File: config.mk
export PLATFORM = sky130hd
export DESIGN_NAME = xxh_ctrl
export DESIGN_NICKNAME = d
export VERILOG_FILES = /design/src/design/xxh_pkg.sv /design/src/design/xxh_ctrl.sv
export SDC_FILE = /design/constraint.sdc
export NUM_CORES = 1
export LEC_CHECK = 0
export BUFFER_PORTS_ARGS = -buffer_cell sky130_fd_sc_hd__buf_2
export CAP_MARGIN = 0
export CORE_MARGIN = 5
export CORE_UTILIZATION = 50
export DETAILED_ROUTE_END_ITERATION = 7
export GPL_TIMING_DRIVEN = 0
export PLACE_DENSITY = 0.71
export SLEW_MARGIN = 20
export SYNTH_ARGS = -nofsm -noshare
export SYNTH_HDL_FRONTEND = slang
export SYNTH_SLANG_ARGS = --single-unit
File: constraint.sdc
create_clock -name clk -period 3.7 [get_ports clk]
set_input_delay 0.925 -clock clk [delete_from_list [all_inputs] [get_ports clk]]
set_output_delay 0.925 -clock clk [all_outputs]
set_load 0.01 [all_outputs]
File: src/design/xxh_pkg.sv
package xxh_pkg;

	localparam logic [63:0] P1 = 64'h9e3779b185ebca87;
	localparam logic [63:0] P2 = 64'hc2b2ae3d27d4eb4f;
	localparam logic [63:0] P3 = 64'h165667b19e3779f9;
	localparam logic [63:0] P4 = 64'h85ebca77c2b2ae63;
	localparam logic [63:0] P5 = 64'h27d4eb2f165667c5;

	// datapath operations, one per sequencer step
	typedef enum logic [4:0] {
		OP_NONE,
		OP_ABSORB,     // store word / length update
		OP_RND_MUL1,   // t = x * P2
		OP_RND_MUL2,   // t = rotl(acc + t,31) * P1 -> lane
		OP_CONV_INIT,  // h = sum of rotated lanes, or seed + P5
		OP_MRG_MUL1,   // t = lane * P2
		OP_MRG_MUL2,   // t = rotl(t,31) * P1
		OP_MRG_MUL3,   // t = (h ^ t) * P1
		OP_MRG_ADD,    // h = t + P4
		OP_ADD_LEN,    // h += len
		OP_PW_MUL1,
		OP_PW_MUL2,
		OP_PW_MUL3,    // t = rotl(h ^ t,27) * P1
		OP_PW_ADD,
		OP_W4_MUL1,    // t = lo32 * P1
		OP_W4_MUL2,    // t = rotl(h ^ t,23) * P2
		OP_W4_ADD,     // h = t + P3
		OP_B_MUL1,     // word = byte * P5
		OP_B_MUL2,     // h = rotl(h ^ word,11) * P1
		OP_AV_MUL1,    // t = (h ^ h>>33) * P2
		OP_AV_MUL2,    // t = (t ^ t>>29) * P3
		OP_AV_OUT,     // h = t ^ t>>32
		OP_CLEAR
	} dp_op_t;

	typedef enum logic [3:0] {
		ST_IDLE,
		ST_RUN,
		ST_OUT
	} state_t;

	typedef struct packed {
		dp_op_t     op;
		logic [1:0] idx;
		logic       wr;
	} dp_cmd_t;

	typedef struct packed {
		logic [1:0] pend_cnt;
		logic       stripe;
		logic [3:0] nbytes;
		logic       full_stripe;
	} dp_stat_t;

	function automatic logic [63:0] rotl(input logic [63:0] x, input int r);
		rotl = (x << r) | (x >> (64 - r));
	endfunction

endpackage

File: src/design/xxh_ctrl.sv
module xxh_ctrl (
	input  logic              clk,
	input  logic              arst_n,
	input  logic              in_valid,
	input  logic              in_last,
	output logic              in_take,
	output logic              out_valid,
	input  logic              out_stall,
	input  xxh_pkg::dp_stat_t stat,
	output xxh_pkg::dp_cmd_t  cmd
);

	xxh_pkg::state_t state_q, state_d;
	xxh_pkg::dp_op_t op_q, op_d;
	logic [1:0] idx_q, idx_d;
	logic [3:0] cnt_q, cnt_d;     // bytes left in the byte loop
	logic       last_q, last_d;
	logic       ph_q, ph_d;       // second phase of a multiply step
	logic       mul_op;

	assign mul_op = op_q inside {xxh_pkg::OP_RND_MUL1, xxh_pkg::OP_RND_MUL2,
		xxh_pkg::OP_MRG_MUL1, xxh_pkg::OP_MRG_MUL2, xxh_pkg::OP_MRG_MUL3,
		xxh_pkg::OP_PW_MUL1, xxh_pkg::OP_PW_MUL2, xxh_pkg::OP_PW_MUL3,
		xxh_pkg::OP_W4_MUL1, xxh_pkg::OP_W4_MUL2,
		xxh_pkg::OP_B_MUL1, xxh_pkg::OP_B_MUL2,
		xxh_pkg::OP_AV_MUL1, xxh_pkg::OP_AV_MUL2};

	assign in_take   = (state_q == xxh_pkg::ST_IDLE) && in_valid;
	assign out_valid = (state_q == xxh_pkg::ST_OUT);
	assign cmd.op    = (state_q == xxh_pkg::ST_RUN) ? op_q : xxh_pkg::OP_NONE;
	assign cmd.idx   = idx_q;
	assign cmd.wr    = (state_q == xxh_pkg::ST_RUN) && !(mul_op && !ph_q);

	// next op after op_q finishes
	always_comb begin
		state_d = state_q;
		op_d    = op_q;
		idx_d   = idx_q;
		cnt_d   = cnt_q;
		last_d  = last_q;
		ph_d    = 1'b0;
		unique case (state_q)
			xxh_pkg::ST_IDLE: begin
				if (in_valid) begin
					state_d = xxh_pkg::ST_RUN;
					op_d    = xxh_pkg::OP_ABSORB;
					last_d  = in_last;
				end
			end
			xxh_pkg::ST_RUN: begin
				if (mul_op && !ph_q) begin
					ph_d = 1'b1;
				end else begin
					unique case (op_q)
						xxh_pkg::OP_ABSORB: begin
							idx_d = '0;
							if (stat.full_stripe) op_d = xxh_pkg::OP_RND_MUL1;
							else if (last_q) op_d = xxh_pkg::OP_CONV_INIT;
							else state_d = xxh_pkg::ST_IDLE;
						end
						xxh_pkg::OP_RND_MUL1: op_d = xxh_pkg::OP_RND_MUL2;
						xxh_pkg::OP_RND_MUL2: begin
							idx_d = idx_q + 2'd1;
							if (idx_q != 2'd3) op_d = xxh_pkg::OP_RND_MUL1;
							else if (last_q) op_d = xxh_pkg::OP_CONV_INIT;
							else state_d = xxh_pkg::ST_IDLE;
						end
						xxh_pkg::OP_CONV_INIT: begin
							idx_d = '0;
							op_d = stat.stripe ? xxh_pkg::OP_MRG_MUL1 : xxh_pkg::OP_ADD_LEN;
						end
						xxh_pkg::OP_MRG_MUL1: op_d = xxh_pkg::OP_MRG_MUL2;
						xxh_pkg::OP_MRG_MUL2: op_d = xxh_pkg::OP_MRG_MUL3;
						xxh_pkg::OP_MRG_MUL3: op_d = xxh_pkg::OP_MRG_ADD;
						xxh_pkg::OP_MRG_ADD: begin
							idx_d = idx_q + 2'd1;
							op_d = (idx_q == 2'd3) ? xxh_pkg::OP_ADD_LEN :
								xxh_pkg::OP_MRG_MUL1;
						end
						xxh_pkg::OP_ADD_LEN, xxh_pkg::OP_PW_ADD: begin
							if (op_q == xxh_pkg::OP_PW_ADD) idx_d = idx_q + 2'd1;
							else idx_d = '0;
							if ((op_q == xxh_pkg::OP_PW_ADD ? idx_q + 2'd1 : 2'd0) <
								stat.pend_cnt)
								op_d = xxh_pkg::OP_PW_MUL1;
							else if (stat.nbytes >= 4'd4 && stat.nbytes < 4'd8) begin
								op_d = xxh_pkg::OP_W4_MUL1;
							end else if (stat.nbytes < 4'd4) begin
								cnt_d = stat.nbytes;
								op_d = (stat.nbytes == 4'd0) ? xxh_pkg::OP_AV_MUL1 :
									xxh_pkg::OP_B_MUL1;
							end else op_d = xxh_pkg::OP_AV_MUL1;
						end
						xxh_pkg::OP_PW_MUL1: op_d = xxh_pkg::OP_PW_MUL2;
						xxh_pkg::OP_PW_MUL2: op_d = xxh_pkg::OP_PW_MUL3;
						xxh_pkg::OP_PW_MUL3: op_d = xxh_pkg::OP_PW_ADD;
						xxh_pkg::OP_W4_MUL1: op_d = xxh_pkg::OP_W4_MUL2;
						xxh_pkg::OP_W4_MUL2: op_d = xxh_pkg::OP_W4_ADD;
						xxh_pkg::OP_W4_ADD: begin
							cnt_d = stat.nbytes - 4'd4;
							op_d = (cnt_d == 4'd0) ? xxh_pkg::OP_AV_MUL1 :
								xxh_pkg::OP_B_MUL1;
						end
						xxh_pkg::OP_B_MUL1: op_d = xxh_pkg::OP_B_MUL2;
						xxh_pkg::OP_B_MUL2: begin
							cnt_d = cnt_q - 4'd1;
							op_d = (cnt_q == 4'd1) ? xxh_pkg::OP_AV_MUL1 :
								xxh_pkg::OP_B_MUL1;
						end
						xxh_pkg::OP_AV_MUL1: op_d = xxh_pkg::OP_AV_MUL2;
						xxh_pkg::OP_AV_MUL2: op_d = xxh_pkg::OP_AV_OUT;
						xxh_pkg::OP_AV_OUT: op_d = xxh_pkg::OP_CLEAR;
						xxh_pkg::OP_CLEAR: state_d = xxh_pkg::ST_OUT;
						default: state_d = xxh_pkg::ST_IDLE;
					endcase
				end
			end
			xxh_pkg::ST_OUT: if (!out_stall) state_d = xxh_pkg::ST_IDLE;
			default: state_d = xxh_pkg::ST_IDLE;
		endcase
	end

	always_ff @(posedge clk or negedge arst_n) begin
		if (!arst_n) begin
			state_q <= xxh_pkg::ST_IDLE;
			op_q    <= xxh_pkg::OP_NONE;
			idx_q   <= '0;
			cnt_q   <= '0;
			last_q  <= 1'b0;
			ph_q    <= 1'b0;
		end else begin
			state_q <= state_d;
			op_q    <= op_d;
			idx_q   <= idx_d;
			cnt_q   <= cnt_d;
			last_q  <= last_d;
			ph_q    <= ph_d;
		end
	end

endmodule

# [Word-level counts from Yosys, hierarchy flattened]
# Cells that the tools add are included.
[word_totals] input_bits=13 out_inout_bits=10 register_bits=17
[classes] addsub=3 reduce_logical=22 eq_ne=37 mux=32 bitwise_logic=1 magnitude_cmp=4
[ops] cell="5-bit case mux with 20 select lines" count=1
[ops] cell="4-bit two-way mux" count=11
[ops] cell="5-bit by 4-bit equality test with 1-bit output (second input constant)" count=8
[ops] cell="5-bit two-way mux" count=8
[ops] cell="5-bit equality test (second input constant)" count=7
[ops] cell="4-bit case mux with 3 select lines" count=2
[ops] cell="21-bit by 15-bit inequality test with 1-bit output (second input constant)" count=1
[ops] cell="5-bit by 3-bit equality test with 1-bit output (second input constant)" count=4
[ops] cell="19-bit OR reduction" count=1
[ops] cell="2-bit inequality test (second input constant)" count=8
[ops] cell="4-bit case mux with 4 select lines" count=1
[ops] cell="14-bit nonzero test" count=1
[ops] cell="4-bit logical NOT" count=3
[ops] cell="6-bit AND reduction" count=2
[ops] cell="5-bit by 2-bit equality test with 1-bit output (second input constant)" count=2
[ops] cell="2-bit two-way mux" count=5
[ops] cell="5-bit case mux with 2 select lines" count=1
[ops] cell="4-bit by 1-bit equality test with 1-bit output (second input constant)" count=2
[ops] cell="3-bit inequality test (second input constant)" count=2
[ops] cell="2-bit case mux with 3 select lines" count=1
[ops] cell="3-bit nonzero test" count=2
[ops] cell="2-bit OR reduction" count=3
[ops] cell="5-bit by 1-bit equality test with 1-bit output (second input constant)" count=1
[ops] cell="4-bit by 2-bit equality test with 1-bit output (second input constant)" count=1
[ops] cell="16 further kinds" count=21

# [Depth between registers and ports, before layout]
# Gate-level depths: netlist (run 1).
[logic_depth] ltp_word=8 ltp_mapped=9 mapped_depth_nobuf=8

# [Worst setup path before layout (run 1)]
# No wires, ideal clock.
[synth_path] path_type="in2reg" start="in stat[7] (netlist bit)" end="reg cnt_q[1]" cell_stages=7 t_required_ns=3.575 setup_slack_ns=1.201 arrival_ns=2.374 n_path_buf=0 path_cell_list="inv_1 > ha_1 > and3b_1 > o311a_1 > a21oi_1 > nor2_1 > mux2_2"
[synth_via] elab_chain_cells=3
[synth_lines] item="start, declared" line="xxh_ctrl.sv:9" text="input xxh_pkg::dp_stat_t stat,"
[synth_lines] item="2-bit < comparator" line="xxh_ctrl.sv:83" text="if ((op_q == xxh_pkg::OP_PW_ADD ? idx_q + 2'd1 : 2'd0) <"
[synth_lines] item="2-bit inequality test (no line)"
[synth_lines] item="6-bit AND reduction (no line)"
[synth_lines] item="end signal, assigned" line="xxh_ctrl.sv:135" text="cnt_q <= cnt_d;"
[synth_lines] item="end, declared" line="xxh_ctrl.sv:16" text="logic [3:0] cnt_q, cnt_d;"
# No other way between the ends.
# A chain may end at the register's enable or synchronous reset.

==> results of run 1 <==
## synth_stat cells, types with 2 or more instances
cell type | n | area, µm²
mux2_2 | 3 | 33.8
nand3_1 | 2 | 10.0
nand2b_1 | 3 | 18.8
ha_1 | 7 | 87.6
o211ai_1 | 3 | 22.5
and3b_1 | 2 | 17.5
o221ai_1 | 3 | 26.3
clkbuf_1 | 5 | 18.8
nor2b_1 | 9 | 56.3
o22ai_1 | 2 | 12.5
o311ai_0 | 2 | 17.5
a21oi_1 | 9 | 45.0
xnor2_1 | 2 | 17.5
mux2i_1 | 3 | 30.0
a211o_1 | 3 | 26.3
nand2_1 | 12 | 45.0
o21ai_0 | 13 | 65.1
a22oi_1 | 2 | 15.0
and2_1 | 5 | 31.3
a31oi_1 | 2 | 12.5
o21a_1 | 2 | 15.0
nor3_1 | 8 | 40.0
a41oi_1 | 2 | 17.5
dfrtp_1 | 15 | 375
nor2_1 | 15 | 56.3
nor3b_1 | 3 | 22.5
o31ai_1 | 2 | 15.0
buf_2 | 6 | 30.0
inv_1 | 14 | 52.6
## state kept, by name, summed over array words and instances (netlist names)
name     cells
op_q         5
cnt_q        4
idx_q        2
state_q      2
last_q       1
ph_q         1
## worst max-delay path: cells and delay by family (launching register included)
kind / cells / cell delay, ns
DFF: 1 / 0.37
AOI/OAI and AO/OA: 2 / 0.72
buffers and inverters: 3 / 0.47
and+or+nand+nor: 1 / 0.33
## cells by family (layout without fill, tap and decap cells)
kind of cell,Yosys count,count (layout)
DFF,15,15
and+or+nand+nor,66,66
muxes,7,7
adders and majority gates,7,7
AOI/OAI and AO/OA,60,60
buffers and inverters,27,53
xor gates and xnor gates,3,3
## cell type report
cell class	instances	area share
tap	31	0.0233
buffer	12	0.0361
timing repair buffer	22	0.0663
multi-input combinational	143	0.599
sequential	15	0.226
inverter	15	0.0339
clock buffer	4	0.0158
## metrics by stage
stage	hold slack (ns)	std cells	power [mW]
2_1_floorplan	0.459	185	1.08
3_3_place_gp	0.476	238	1.33
3_5_place_dp	0.482	238	1.34
4_1_cts	0.498	242	1.45
5_1_grt	0.533	242	1.58
6_report	0.504	242	1.47
## power groups by stage
stage	Sequential, mW	Clock (mW)	Combinational [mW]
floorplan	0.281	0	0.799
global placement	0.290	0	1.04
detailed placement	0.291	0	1.05
CTS	0.288	0.103	1.06
global route	0.299	0.110	1.17
finish	0.288	0.103	1.08
## how the worst max path moves through the flow
stage	start	endpoint	slack, ns	depth (start not counted)
2_1_floorplan	stat[7]	cnt_q[1]	1.20	7
3_3_place_gp	stat[7]	cnt_q[1]	0.95	8
3_5_place_dp	stat[7]	cnt_q[3]	0.93	8
4_1_cts	op_q[0]	cmd[0]	0.65	6
5_1_grt	op_q[0]	cmd[0]	0.53	6
6_report	op_q[0]	cmd[0]	0.59	6
## layer usage
metal / vias up / GRT usage / wire length [µm]
met5: - / 0 / 0
met4: 0 / 0.0580 / 58
met3: 10 / 0.0311 / 313
met2: 76 / 0.318 / 1820
met1: 730 / 0.300 / 1960
li1: 729 / - / -
==> results.toml, run 1 <==
[outcome]
status = "finished clean"

[route]
ant_nets = 0
wire_per_inst_um = 17.1
drt-total-wl_mm = 4.15
vias_per_cell = 6.38
dr.pass1.iters = 7
drc = 0
vias = 1545
initialDrtViolationCount = 118

[clocking]
cts_setup_buffers = 0
cts.sinks = 15
cts_resized = 0
clkTransAtPathRegs_ns = 0.10
hold_buffers = 0
clk_latency_ns = 0.29
tritoncts = "done"
clockBufferDepth = 2
cts_buffers = 3
clock-root-buffer = "clkbuf_4"
htreeDepth = 1

[logic_synthesis]
synth_nets = 205
synthesis.area_mm2 = 0.00149
avgSynthCellArea_um2 = 8.03
yosys.area_share.xor_xnor = 0.0177
synth.area.mux_share = 0.0530
synth_simple_gate_area_share = 0.238
async_reset_ff_frac = 1.00
synth_enable_flop_cells = 0
synth_compound_area_frac = 0.301
synth-warning-count = 0
yosysSeqAreaShare = 0.253
synthCells = 185
synth_top_family_by_area = "compound AO/OA/AOI/OAI gates"
synth_adder_area_share = 0.0589
yosysUniqueCellTypes = 55
synth_ff_type = "dfrtp_1"
ys_ff_latch = 15

[cells_and_area]
mostFrequentLayoutCell = "buf_2"
diodes = 0
final_area_mm2 = 0.00166
final-seq-area_um2 = 375
final_core_util = 0.592
nFillCells = 271
multiInputGateArea_um2 = 995
drive_gt1_frac = 0.199
fin_nets = 232
final_cell_mix = "28 x buf_2, 15 x nor2_1, 15 x dfrtp_1, 14 x inv_1, 13 x o21ai_0"
area_growth_pct = 11.8

[critical_path]
timing.rr.start = "op_q[2]"
cp.required_ns = 2.77
reg2regPathDepth = 9
rr_endpoint = "cnt_q[3]"
crit_path_frequent_cell = "buf_2"
start_kind = "register"
cp-end-kind = "primary output"
cpPeakStageDelay_ns = 0.55
crit_fanout = 10
r2r_setup_slack_ns = 0.88
critPathKind = "register to primary output"
crit_slowest_cell = "o311ai_4"
worstPathCellList = "buf_2 > nor2_1 > a221oi_2 > o311ai_4 > inv_2 > buf_2"
cp_data_arrival_time_ns = 2.18

[power_and_ir_drop]
internal_power_mw = 0.703
p_leak_nw = 0.751
ir_drop_mv = 0.429
clkPwrFrac = 0.070
switching_share = 0.522
p_switching_mw = 0.767
combPwrFrac = 0.734
p_per_area_mw_per_mm2 = 884
sequentialPowerShare = 0.196

[timing]
clock-skew-final_ns = 0.00153
final_hold_viol_count = 0
fmax_mhz = 322
rsz0062_at_grt = "false"
slew_headroom = 0.593
slew_violations = 0
tns_ns = 0
worstMarginPinSlew_ns = 0.609
timing.final.crit_share = 0.839
setup_viol = 0
setup_ws_ns = 0.595
period_needed_ns = 3.11

[job]
maxCapViolations = 0

[floorplanning]
design.die.area_mm2 = 0.00416
rows = 19
die_x_um = 64.5
core_area_mm2 = 0.00281
start_util = 0.530
die_height_um = 64.5
io_pins = 23

[min_path]
whs_path_depth = 1
hold_path_class = "register to register"
min_from = "state_q[1]"
hold_end = "state_q[0]"

[placement]
hpwl_mm = 3.18
gp_congestion = 0.948
place_area_mm2 = 0.00164
portBuffers = 22
pre_cts_ws_ns = 0.925

[global_route]
grt_usage = 0.207
grt_pass1_wl_mm = 6.87
grt_overflow_total = 0
grt_max_degree = 16
antenna_found_initial = 0
grt_pass1_vias = 1422
(Power assumes the default switching activity.)
==> inputs of run 2 (changes only) <==
Settings changed: PLACE_DENSITY 0.71 to 0.73.
Clock period 3.7 ns to 2.6 ns, I/O delays scaled along.
==> results.toml, run 2 (synthesis gave the netlist of run 1 again) <==
[outcome]
status = "finished clean"

[floorplanning]
start_util = 0.530
die_x_um = 64.5
die_height_um = 64.5
io_pins = 23
rows = 19
core_area_mm2 = 0.00281
design.die.area_mm2 = 0.00416

[global_route]
antenna_found_initial = 0
grt_max_degree = 20
grt_usage = 0.217
grt_pass1_wl_mm = 7.10
grt_pass1_vias = 1482
grt_overflow_total = 0

[cells_and_area]
final_cell_mix = "27 x buf_2, 15 x dfrtp_1, 14 x inv_1, 13 x nor2_1"
multiInputGateArea_mm2 = 0.00103
top_register = "op_q"
nFillCells = 246
final_core_util = 0.608
diodes = 0
largest_reg_flops = 5
fin_nets = 233
area_growth_pct = 14.7
drive_gt1_frac = 0.226
final_area_mm2 = 0.00171
reg.largest.list = "op_q (5), cnt_q (4)"
final-seq-area_um2 = 375
mostFrequentLayoutCell = "buf_2"

[placement]
portBuffers = 22
place_area_mm2 = 0.00164
pre_cts_ws_ns = -0.149
gp_congestion = 0.962
hpwl_mm = 3.22

[critical_path]
crit_fanout = 9
critPathKind = "register to primary output"
cpPeakStageDelay_ns = 0.38
cp_num_buf_inv = 3
cp_data_arrival_time_ns = 1.89
worstPathCellList = "buf_2 > nor2_2 > a221oi_2 > o311ai_4 > inv_2 > buf_2"
crit_path_frequent_cell = "buf_2"
cp.required_ns = 1.95
crit_slowest_cell = "dfrtp_1"
critPathTopFamily = "compound AO/OA/AOI/OAI gates"
start_kind = "register"
cp-end-kind = "primary output"

[clocking]
clk_latency_ns = 0.31
htreeDepth = 1
cts_buffers = 3
clkTransAtPathRegs_ns = 0.11
tritoncts = "done"
clockBufferDepth = 2
clock-root-buffer = "clkbuf_4"
cts.sinks = 15

[timing]
timing.final.crit_share = 0.978
rsz0062_at_grt = "false"
period_needed_ns = 2.54
slew_violations = 0
setup_ws_ns = 0.0583
worstMarginPinSlew_ns = 0.637
final_hold_viol_count = 0
setup_viol = 0
clock-skew-final_ns = 0.00469
tns_ns = 0
slew_headroom = 0.572
fmax_mhz = 393

[route]
top_layer = "met4"
vias = 1552
drt-total-wl_mm = 4.41
initialDrtViolationCount = 140
vias_per_cell = 6.39
dr_wl_met3_um = 355
dr.pass1.iters = 4
drc = 0
ant_nets = 0
wire_per_inst_um = 18.1
met2WireLength_mm = 1.91
wl_met1_mm = 2.06

[min_path]
hold_path_class = "input pin to asynchronous set/reset pin"

[power_and_ir_drop]
p_leak_nw = 0.755
p_per_area_mw_per_mm2 = 1280
ir_drop_mv = 0.695

[job]
maxCapViolations = 0
-- run 2: cell types whose count changed in the layout (fill, tap and decap cells not counted) --
cell	delta
o21ai_0	-1
buf_2	-1
a221oi_1	-1
a21oi_1	-1
o311a_4	+1
buf_4	+2
nor2_2	+2
o21ai_1	+1
o311a_1	-1
a221oi_2	+1
a21oi_4	+1
nor2_1	-2
-- run 2: area by class of cell --
type	instances	share of cell area
inverters	15	0.0330
flip-flops and latches	15	0.220
repair buffers	24	0.0734
well taps	31	0.0227
clock buffers	4	0.0154
plain buffers	11	0.0323
multi-input cells	143	0.603
-- run 2: stage by stage --
stage	hold WS (ns)	total power, mW	instances
floorplan	0.354	1.54	185
global placement	0.478	1.90	238
detailed placement	0.499	1.92	238
CTS	0.272	2.11	242
global route	0.277	2.32	243
finish	0.243	2.17	243
-- run 2: final timing paths --
| check | cells after the start | start | endpoint | slack, ns |
|---|---|---|---|---|
| max in group asynchronous | 1 | arst_n | cnt_q[2] | 2.08 |
| hold / removal | 1 | arst_n | last_q | 0.24 |
| min in group clk | 1 | state_q[1] | state_q[0] | 0.52 |
| setup reg to reg | 9 | op_q[0] | cnt_q[3] | 0.08 |
| hold reg to reg | 1 | state_q[1] | state_q[0] | 0.52 |
| setup / recovery | 6 | op_q[0] | cmd[0] | 0.06 |
-- run 2: metal layers --
| metal | track usage | vias up |
|---|---|---|
| li1 | - | 729 |
| met1 | 0.315 | 734 |
| met3 | 0.0276 | 8 |
| met4 | 0.0765 | 0 |
| met2 | 0.331 | 81 |
| met5 | 0 | - |
-- run 2: worst register-to-register path: cells and delay by family, from the launching register on --
kind	cells	cell delay [ns]
and+or+nand+nor	4	0.74
AOI/OAI and AO/OA	2	0.57
adders and majority gates	1	0.28
DFF	1	0.38
muxes	1	0.27
buffers and inverters	1	0.18
-- run 2: what timing repair did --
item	CTS	global route
buffers inserted	1	1
resized for setup	2	5
endpoints found under the setup margin	4	5
hold buffers	0	0
pin swaps	1	1
-- run 2: power breakdown --
part | switching, mW | leakage, nW | internal (mW)
clock network | 0.0973 | 0.0150 | 0.0599
logic | 0.957 | 0.548 | 0.642
registers | 0.0919 | 0.192 | 0.326
